<file path="src/hw/rtl/wfd_pkg.sv">
// Shared types, constants and byte-wide update functions for the deframer.
// No dependencies; the deframer modules and the testbench import this package.
package wfd_pkg;

	localparam logic [8:0]  PN9_SEED  = 9'h1FF;
	localparam logic [8:0]  PAD_MASK  = 9'h1F8;
	localparam logic [8:0]  PAD_ROUND = 9'd7;
	localparam logic [15:0] CRC_INIT  = 16'hFFFF;
	localparam logic [15:0] CRC_POLY  = 16'h8408;
	localparam logic [7:0]  MIN_LEN   = 8'd2;
	localparam logic [7:0]  CRC_BYTES = 8'd2;

	typedef enum logic [2:0] {
		KIND_LENGTH  = 3'd0,
		KIND_PAYLOAD = 3'd1,
		KIND_CRC     = 3'd2,
		KIND_PAD     = 3'd3,
		KIND_REJECT  = 3'd4
	} kind_t;

	typedef struct packed {
		logic [7:0] plain_byte;
		kind_t      byte_kind;
		logic       frame_end;
		logic       crc_good;
	} res_t;

	// Advance the PN9 generator (x^9+x^5+1) by eight bits
	function automatic logic [8:0] pn9_advance8(input logic [8:0] r_in);
		logic [8:0] r;
		logic       fb;
		r = r_in;
		for (int k = 0; k < 8; k++) begin
			fb = r[0] ^ r[5];
			r  = {fb, r[8:1]};
		end
		return r;
	endfunction

	// Fold one byte into the reflected CRC-16-CCITT
	function automatic logic [15:0] crc_update8(input logic [15:0] c_in, input logic [7:0] b);
		logic [15:0] c;
		c = c_in ^ {8'h00, b};
		for (int k = 0; k < 8; k++) begin
			if (c[0]) begin
				c = {1'b0, c[15:1]} ^ CRC_POLY;
			end else begin
				c = {1'b0, c[15:1]};
			end
		end
		return c;
	endfunction

endpackage

</file>
<file path="src/hw/rtl/wfd_if.sv">
// Valid/ready channel interfaces of the deframer: received bytes in, tagged bytes out.
// Depends on nothing; field widths follow the byte and tag formats.
interface wfd_rx_if;
	logic       valid;
	logic       ready;
	logic [7:0] rx_byte;

	modport source (output valid, output rx_byte, input ready);
	modport sink   (input valid, input rx_byte, output ready);
endinterface

interface wfd_res_if;
	logic       valid;
	logic       ready;
	logic [7:0] plain_byte;
	logic [2:0] byte_kind;
	logic       frame_end;
	logic       crc_good;

	modport source (output valid, output plain_byte, output byte_kind, output frame_end,
		output crc_good, input ready);
	modport sink   (input valid, input plain_byte, input byte_kind, input frame_end,
		input crc_good, output ready);
endinterface

</file>
<file path="src/hw/rtl/whitened_frame_deframer.sv">
// Top level of the whitened frame deframer: input register and frame logic, result register.
// Depends on wfd_pkg, wfd_if (channel interfaces), wfd_core and wfd_out_stage.
//
//   channel  dir  payload                                         beat
//   rx       in   rx_byte[7:0]                                    one received byte
//   res      out  plain_byte[7:0] byte_kind[2:0] frame_end crc_good  one tagged byte
//
// One byte per cycle while res does not stall; a beat passes through the input register
// and then the result register around the PN9/CRC byte logic before it leaves on res.
// arst_n clears both stages and returns the frame state to waiting for a length byte.
// A stall on res holds the result register; rx keeps accepting until the input
// register is also full, so at most two beats sit inside the block.
module whitened_frame_deframer import wfd_pkg::*; (
	input  logic      clk,
	input  logic      arst_n,
	wfd_rx_if.sink    rx,
	wfd_res_if.source res
);

	logic core_valid;
	res_t core_data;
	logic core_ready;

	wfd_core u_core (
		.clk       (clk),
		.arst_n    (arst_n),
		.rx        (rx),
		.res_valid (core_valid),
		.res_data  (core_data),
		.res_ready (core_ready)
	);

	wfd_out_stage u_out (
		.clk      (clk),
		.arst_n   (arst_n),
		.up_valid (core_valid),
		.up_data  (core_data),
		.up_ready (core_ready),
		.res      (res)
	);

endmodule

</file>
<file path="src/hw/rtl/wfd_core.sv">
// Input register plus frame state: dewhitening, length decode, CRC and byte tagging.
// Depends on wfd_pkg and the wfd_rx_if interface.
module wfd_core import wfd_pkg::*; (
	input  logic      clk,
	input  logic      arst_n,
	wfd_rx_if.sink    rx,
	output logic      res_valid,
	output res_t      res_data,
	input  logic      res_ready
);

	logic        valid_s1;
	logic [7:0]  byte_s1;

	logic        in_frame_q;
	logic [8:0]  pn9_q;
	logic [8:0]  bytes_left_q;
	logic [7:0]  checked_left_q;
	logic [15:0] crc_q;

	logic        advance;
	logic [8:0]  pn_use;
	logic [7:0]  plain;
	logic [8:0]  pn_next;
	logic        in_frame_n;
	logic [8:0]  bytes_left_n;
	logic [7:0]  checked_left_n;
	logic [15:0] crc_n;
	kind_t       kind;
	logic        frame_end;
	logic        crc_good;

	// Move the held beat on when the result register can take it
	assign advance  = valid_s1 && res_ready;
	assign rx.ready = !valid_s1 || res_ready;

	// Capture the incoming beat
	always_ff @(posedge clk or negedge arst_n) begin
		if (!arst_n) begin
			valid_s1 <= 1'b0;
		end else if (rx.ready) begin
			valid_s1 <= rx.valid;
		end
	end

	always_ff @(posedge clk) begin
		if (rx.ready && rx.valid) begin
			byte_s1 <= rx.rx_byte;
		end
	end

	// Dewhiten: a length byte always restarts the sequence from the seed
	assign pn_use  = in_frame_q ? pn9_q : PN9_SEED;
	assign plain   = byte_s1 ^ pn_use[7:0];
	assign pn_next = pn9_advance8(pn_use);

	// Decode the byte and work out the next frame state
	always_comb begin
		in_frame_n     = in_frame_q;
		bytes_left_n   = bytes_left_q;
		checked_left_n = checked_left_q;
		crc_n          = crc_q;
		kind           = KIND_PAD;
		frame_end      = 1'b0;
		crc_good       = 1'b0;
		if (!in_frame_q) begin
			if (plain < MIN_LEN) begin
				kind = KIND_REJECT;
			end else begin
				kind           = KIND_LENGTH;
				in_frame_n     = 1'b1;
				bytes_left_n   = ({1'b0, plain} + PAD_ROUND) & PAD_MASK;
				checked_left_n = plain;
				crc_n          = CRC_INIT;
			end
		end else begin
			if (checked_left_q != 8'd0) begin
				crc_n          = crc_update8(crc_q, plain);
				kind           = (checked_left_q > CRC_BYTES) ? KIND_PAYLOAD : KIND_CRC;
				checked_left_n = checked_left_q - 8'd1;
			end
			if (bytes_left_q != 9'd0) begin
				bytes_left_n = bytes_left_q - 9'd1;
			end
			if (bytes_left_n == 9'd0) begin
				frame_end  = 1'b1;
				crc_good   = (crc_n == 16'd0);
				in_frame_n = 1'b0;
			end
		end
	end

	assign res_valid           = valid_s1;
	assign res_data.plain_byte = plain;
	assign res_data.byte_kind  = kind;
	assign res_data.frame_end  = frame_end;
	assign res_data.crc_good   = crc_good;

	// Commit the frame state as the beat leaves
	always_ff @(posedge clk or negedge arst_n) begin
		if (!arst_n) begin
			in_frame_q     <= 1'b0;
			pn9_q          <= PN9_SEED;
			bytes_left_q   <= 9'd0;
			checked_left_q <= 8'd0;
			crc_q          <= CRC_INIT;
		end else if (advance) begin
			in_frame_q     <= in_frame_n;
			pn9_q          <= pn_next;
			bytes_left_q   <= bytes_left_n;
			checked_left_q <= checked_left_n;
			crc_q          <= crc_n;
		end
	end

	// Inside a frame there is always at least one byte still to come
	a_frame_has_bytes: assert property (@(posedge clk) disable iff (!arst_n)
		in_frame_q |-> bytes_left_q != 9'd0)
		else $error("in frame with no bytes left");

	// CRC-covered bytes never outnumber the padded frame
	a_checked_within: assert property (@(posedge clk) disable iff (!arst_n)
		{1'b0, checked_left_q} <= bytes_left_q)
		else $error("checked count exceeds frame count");

	// Idle between frames leaves no byte counts behind
	a_idle_clear: assert property (@(posedge clk) disable iff (!arst_n)
		!in_frame_q |-> bytes_left_q == 9'd0 && checked_left_q == 8'd0)
		else $error("counts left over outside a frame");

endmodule

</file>
<file path="src/hw/rtl/wfd_out_stage.sv">
// Result register that decouples the deframer from a stalling consumer.
// Depends on wfd_pkg and the wfd_res_if interface.
module wfd_out_stage import wfd_pkg::*; (
	input  logic      clk,
	input  logic      arst_n,
	input  logic      up_valid,
	input  res_t      up_data,
	output logic      up_ready,
	wfd_res_if.source res
);

	logic valid_s2;
	res_t data_s2;

	// Take a new beat when empty or when the held one is leaving
	assign up_ready = !valid_s2 || res.ready;

	always_ff @(posedge clk or negedge arst_n) begin
		if (!arst_n) begin
			valid_s2 <= 1'b0;
		end else if (up_ready) begin
			valid_s2 <= up_valid;
		end
	end

	always_ff @(posedge clk) begin
		if (up_ready && up_valid) begin
			data_s2 <= up_data;
		end
	end

	assign res.valid      = valid_s2;
	assign res.plain_byte = data_s2.plain_byte;
	assign res.byte_kind  = data_s2.byte_kind;
	assign res.frame_end  = data_s2.frame_end;
	assign res.crc_good   = data_s2.crc_good;

	// A frame closes on a CRC byte or on padding
	a_end_kind: assert property (@(posedge clk) disable iff (!arst_n)
		valid_s2 && data_s2.frame_end |->
			data_s2.byte_kind == KIND_CRC || data_s2.byte_kind == KIND_PAD)
		else $error("frame end on wrong byte kind");

	// A good-CRC flag only comes with the frame end
	a_good_at_end: assert property (@(posedge clk) disable iff (!arst_n)
		valid_s2 && data_s2.crc_good |-> data_s2.frame_end)
		else $error("crc_good outside frame end");

endmodule

</file>
<file path="src/flat_wrapper.sv">
// flat-port wrapper written by rule: the top's interface ports become plain ports
module whitened_frame_deframer_flat import wfd_pkg::*;
  (clk, arst_n, rx_valid, rx_rx_byte, rx_ready, res_valid, res_plain_byte, res_byte_kind, res_frame_end, res_crc_good, res_ready);
  wfd_rx_if rx_i ();
  wfd_res_if res_i ();
  input  logic clk;
  input  logic arst_n;
  input wire logic [$bits(rx_i.valid)-1:0] rx_valid;
  input wire logic [$bits(rx_i.rx_byte)-1:0] rx_rx_byte;
  output wire logic [$bits(rx_i.ready)-1:0] rx_ready;
  output wire logic [$bits(res_i.valid)-1:0] res_valid;
  output wire logic [$bits(res_i.plain_byte)-1:0] res_plain_byte;
  output wire logic [$bits(res_i.byte_kind)-1:0] res_byte_kind;
  output wire logic [$bits(res_i.frame_end)-1:0] res_frame_end;
  output wire logic [$bits(res_i.crc_good)-1:0] res_crc_good;
  input wire logic [$bits(res_i.ready)-1:0] res_ready;
  assign rx_i.valid = rx_valid;
  assign rx_i.rx_byte = rx_rx_byte;
  assign rx_ready = rx_i.ready;
  assign res_valid = res_i.valid;
  assign res_plain_byte = res_i.plain_byte;
  assign res_byte_kind = res_i.byte_kind;
  assign res_frame_end = res_i.frame_end;
  assign res_crc_good = res_i.crc_good;
  assign res_i.ready = res_ready;
  whitened_frame_deframer u_core (.clk(clk), .arst_n(arst_n), .rx(rx_i), .res(res_i));
endmodule
</file>
<file path="config.mk">
export PLATFORM = sky130hd
export DESIGN_NAME = whitened_frame_deframer_flat
export DESIGN_NICKNAME = d
export VERILOG_FILES = /design/src/hw/rtl/wfd_pkg.sv /design/src/hw/rtl/wfd_if.sv /design/src/hw/rtl/whitened_frame_deframer.sv /design/src/hw/rtl/wfd_core.sv /design/src/hw/rtl/wfd_out_stage.sv /design/src/flat_wrapper.sv
export SDC_FILE = /design/constraint.sdc
export NUM_CORES = 1
export LEC_CHECK = 0
export BUFFER_PORTS_ARGS = -buffer_cell sky130_fd_sc_hd__clkbuf_2
export CELL_PAD_IN_SITES_DETAIL_PLACEMENT = 0
export CELL_PAD_IN_SITES_GLOBAL_PLACEMENT = 2
export CORE_ASPECT_RATIO = 1.75
export CORE_MARGIN = 4
export CORE_UTILIZATION = 40
export CTS_CLUSTER_SIZE = 14
export DETAILED_ROUTE_END_ITERATION = 8
export MAX_ROUTING_LAYER = met4
export PLACE_DENSITY = 0.85
export SLEW_MARGIN = 20
export SYNTH_ARGS = -nofsm -noshare
export SYNTH_HDL_FRONTEND = slang
export SYNTH_SLANG_ARGS = --single-unit
</file>
<file path="constraint.sdc">
create_clock -name clk -period 3.4 [get_ports clk]
set_input_delay 0.17 -clock clk [delete_from_list [all_inputs] [get_ports clk]]
set_output_delay 0.17 -clock clk [all_outputs]
set_load 0.02 [all_outputs]
</file>
# Word-level counts from Yosys, hierarchy flattened
# Cells that the tools add are included.
# totals
ff_bits	66
in_bits	12
elab_cells	92
# op_classes
add_sub_neg	3
magnitude_cmp	2
eq_ne	2
mux	42
bitwise_logic	18
n_reduce_logical	13
# ops
op	n
$mux W16	26
$mux W9	5
$mux W8	3
$not A2 Y3	8
$logic_not A16 Y1	1
$xor A16 B8 Y16	1
$add A8 B3 Y9 const B	1
$logic_not A9 Y1	1
$reduce_bool A9 Y1	1
$sub A9 B1 Y9 const B	1
$gt A8 B2 Y1 const B	1
$lt A8 B2 Y1 const B	1
$reduce_bool A8 Y1	1
$sub A8 B1 Y8 const B	1
$xor A1 B1 Y1	8
$xor A8 B8 Y8	1
$mux W3	2
$mux W1	4
$mux W2	2
$reduce_and A2 Y1	2
$reduce_and A3 Y1	1
$logic_and A1 B1 Y1	2
$logic_not A1 Y1	2
$logic_or A1 B1 Y1	2
other kinds (2)	2

# Logic depth before layout (Yosys ltp)
# logic_depth
word_depth	36
depth_mapped	10

# Hierarchy
# Synthesis repeated with hierarchy kept, for this count alone.
# unflattened
cells_unflattened	395
hier_area_um2	3941.3
# modules_own_cells
module	instances	cells_per_inst	area_per_inst_um2	seq_area_each_um2
wfd_core	1	378	3497.1	1372.6
wfd_out_stage	1	17	444.2	415.4

# Least setup slack after synthesis
# No wires, ideal clock.
# synth_path
path_type	register to register
from	register u_core.u_core.bytes_left_q[0]
to	register u_core.u_out.data_s2 (netlist bit u_core.u_out.res.crc_good) (data pin)
arrival_ns	2.537
required_ns	3.210
setup_slack_ns	0.672
stages_incl_launch_ff	10
path_buffers	2
path_cell_list	dfrtp_1 -> clkbuf_1 -> inv_1 -> ha_1 -> or3b_2 -> clkbuf_1 -> a2111oi_0 -> o221a_2 -> nand4_2 -> a2111oi_2
# synth_via
elab_chain_cells	5
# synth_rtl
item	line_no	rtl
from (decl)	wfd_core.sv:17	logic [8:0] bytes_left_q;
from (signal assigned)	wfd_core.sv:110	bytes_left_q <= bytes_left_n;
$sub A9 B1 Y9 / $reduce_bool A9 Y1 (equally long branches)	wfd_core.sv:83, wfd_core.sv:82	
$mux W9 *	wfd_core.sv:82	if (bytes_left_q != 9'd0) begin
$mux W9 *	wfd_core.sv:66	if (!in_frame_q) begin
$logic_not A9 Y1 *	wfd_core.sv:85	if (bytes_left_n == 9'd0) begin
$reduce_and A2 Y1 (no line) *	n/a	
to (signal assigned)	wfd_out_stage.sv:28	data_s2 <= up_data;
to (decl)	wfd_out_stage.sv:13	res_t data_s2;
# Mark *: on every way between the ends. The rest lies on a longest branch, timed or not. The select of a mux whose other input is x is not followed.
# A chain may end at the register's enable or synchronous reset.

# Worst setup path in the final report
# Same ends and word-level chain as after synthesis.

==> out/metrics.cfg <==
[timing]
finalCritPeriodShare_pct = 87.1
worst_pin_slew_ns = 0.804
finalHoldViolations = 0
setup_violations = 0
finClkSkew_ns = 0.00977
tns_ns = 0
relSlewSlack_pct = 46.4
period_needed_ns = 2.96
rsz0062_at_grt = false
slew_viol_final = 0
timing.fmax_ghz = 0.338

[job]
drv_cap = 0

[synthesis]
muxShareOfSynthArea_pct = 0.247
yosysSeqAreaShare_pct = 44.1
synthAdderAreaFrac_pct = 1.23
synth_nets = 423
netlist_instances = 407
synth_edf_count = 21
synthFlopType = dfstp_2
ys_types = 59
synth_top_family_by_area = simple AND/OR/NAND/NOR gates
synthSimpleGateAreaFrac_pct = 18.2
syn_area_um2 = 4060
synthTopCellsByArea = dfstp_2, edfxtp_1, dfrtp_1
synth-compound-area-share_pct = 18.0
synth_area_per_cell_um2 = 9.97
ys_warn_count = 0
ys_ff_latch = 66
synth_top_area_cell = dfstp_2
postSynth.asyncResetShare_pct = 68.2
synth-xor-area-share_pct = 14.6
synth_top_area_share_pct = 16.2

[drt]
firstDrtPassIters = 4
drt-initial-drc-count = 218
drc = 0
num_vias = 3308
wl_per_cell_um = 19.8
drt.antenna.violating_nets = 0
vias_per_cell = 5.89
routed_wl_um = 11100

[pwr]
p_int_mw = 2.77
pwr-share-seq_pct = 34.6
combinationalPowerShare_pct = 44.0
peakVddDrop_v = 0.000397
p_sw_mw = 1.81
p_leak_nw = 1.79
power_frac_clock_pct = 21.4
power_density_nw_per_um2 = 983
swShare_pct = 39.6
total_power_mw = 4.58

[setup_path]
crit_fanout = 12
max_stage_delay_ns = 0.60
startpoint_type = register
critPathArrivalTime_ns = 3.09
critical_path_class = reg -> reg
crit_chain = inv_1, ha_1, or3b_2, or4_1, a21oi_1, o221a_2, nand4_2, a2111oi_2
end_kind = register
cpMaxStageDelayCell = or3b_2
crit_required_ns = 3.52

[clocking]
cts_sinks = 66
cts_max_path_buffers = 2
cts_root_buf = clkbuf_16
numCtsBuffers = 9
cts.clk_slew.worst_paths_ns = 0.06
clock_latency_ns = 0.33
cts_tree = done
cts_resized = 0
h-tree-depth = 3

[floorplanning]
io_pins = 27
core_um2 = 9910
start_util_pct = 41.0
die_height_um = 141
die_area_um2 = 11900
rows = 48
die_w_um = 84.1

[layout]
final_common_cell = nor2_1
final_layout_size_suffix_gt1_share_pct = 19.0
nNetsFinal = 448
layout_common_cells = nor2_1, clkbuf_2, a21oi_1, dfstp_2, xnor2_1
area_delta_synth_final_pct = 14.8
n_antenna_cell = 0

[worst_hold_path]
worstHoldPathType = in -> reg

[grt]
grt-ovfl-total = 0
grt_pass1_wl_um = 18400
grt_pass1_vias = 3419
grt_max_degree = 31
antenna_found_initial = 0
grt_use_total_pct = 20.5

[outcome]
outcome = completed

[placement]
dp.final_hpwl_um = 8120
place_congestion = 0.883
portBuffers = 26

-- critical path, delay by kind of cell (launching register included) --
family | cells | cell delay [ns]
compound gates | 3 | 0.76
fa+ha+maj | 1 | 0.28
buf+inv | 1 | 0.13
flops | 1 | 0.47
simple gates | 3 | 1.12
-- final cells by class --
cell class	instances	area, um2
clock buffer	11	233
clock inverter	5	80.1
fill	950	5250
inverter	11	41.3
multi-input combinational	304	2120
sequential	66	1790
tap	125	156
timing repair buffer	40	238
-- kinds of logic (layout without fill, tap and decap cells) --
| logic type | count (synthesis) | after routing |
|---|---|---|
| AND/OR/NAND/NOR | 140 | 140 |
| AO/OA/AOI/OAI | 109 | 109 |
| flip-flops | 66 | 66 |
| XOR/XNOR | 50 | 50 |
| buffers and inverters | 37 | 67 |
| adder cells (fa/ha/maj) | 4 | 4 |
| multiplexers | 1 | 1 |
-- through the flow --
stage	hold WS [ns]	setup slack [ns]	utilization (%)	cells	instance area [um2]
final	0.0183	0.437	47.0	562	4660
after global routing	0.0117	0.227	47.0	562	4660
after CTS	0.00854	0.425	47.0	562	4660
after detailed placement	0.299	0.439	43.8	545	4340
after global placement	0.296	0.532	43.8	545	4340
after floorplan	-0.126	0.672	-	407	4060
-- worst paths after layout --
kind / slack [ns] / startpoint / end / cells past startpoint
worst max register to register: 0.44 / u_core.u_core.bytes_left_q[0]$_DFFE_PN0P_ / u_core.u_out.res.crc_good$_SDFFCE_PN0P_ / 8
worst min register to register: 0.50 / u_core.u_core.pn9_q[4]$_DFFE_PN1P_ / u_core.u_core.pn9_q[4]$_DFFE_PN1P_ / 2
worst min-delay path: 0.02 / rx_rx_byte[6] / u_core.u_core.byte_s1[6]$_DFFE_PP_ / 1
min in group asynchronous: 0.46 / arst_n / u_core.u_core.bytes_left_q[7]$_DFFE_PN0P_ / 2
worst max-delay path: 0.44 / u_core.u_core.bytes_left_q[0]$_DFFE_PN0P_ / u_core.u_out.res.crc_good$_SDFFCE_PN0P_ / 8
max in group asynchronous: 2.12 / arst_n / u_core.u_core.crc_q[12]$_DFFE_PN1P_ / 3
-- sequential cells by signal, summed over array words and instances, names as in the netlist --
| signal | cells |
|---|---|
| u_core.u_core.in_frame_q | 1 |
| u_core.u_out.res.plain_byte | 8 |
| u_core.u_core.bytes_left_q | 9 |
| u_core.u_out.res.byte_kind | 3 |
| u_core.u_core.crc_q | 16 |
| u_core.u_core.pn9_q | 9 |
| u_core.u_core.res_valid | 1 |
| u_core.u_core.byte_s1 | 8 |
| u_core.u_out.res.valid | 1 |
| u_core.u_core.checked_left_q | 8 |
| u_core.u_out.res.crc_good | 1 |
| u_core.u_out.res.frame_end | 1 |
-- power groups by stage --
stage | sequential (mW) | clock (mW) | combinational (mW)
4_1_cts | 1.58 | 0.995 | 2.03
5_1_grt | 1.63 | 1.04 | 2.24
3_5_place_dp | 1.59 | 0 | 2.02
2_1_floorplan | 1.47 | 0 | 1.64
3_3_place_gp | 1.58 | 0 | 1.99
6_report | 1.59 | 0.980 | 2.02
-- synth_stat cells, types with 3 or more instances --
master    count
a21oi_1      25
a221o_1       5
a22o_1        3
a31oi_1       4
and2_1        3
and3_1        4
clkbuf_1     22
dfrtp_1      20
dfstp_2      25
edfxtp_1     21
ha_1          4
inv_1        11
nand2_1      16
nand2b_1     11
nand3_1      12
nor2_1       35
nor2b_1       8
nor3_1       20
nor3b_1       4
nor4_1        7
o211ai_1      5
o21ai_0      22
o221ai_1      3
o22a_1        4
o22ai_1      14
o31ai_1       5
or3_1         5
or4_1         6
xnor2_1      23
xnor3_1       8
xor2_1       16
xor3_1        3
-- routing by layer --
layer / wire length [um] / vias up / global-route usage (%)
li1: - / 1561 / -
met1: 4150 / 1639 / 21.8
met2: 6240 / 79 / 36.8
met3: 351 / 29 / 3.02
met4: 363 / 0 / 9.58
met5: 0 / - / -
-- timing repair --
item,CTS,global route
hold buffers,1,0
hold endpoints to repair,9,0
buffers inserted,0,0
No activity file was read; power rests on OpenSTA's default activity.
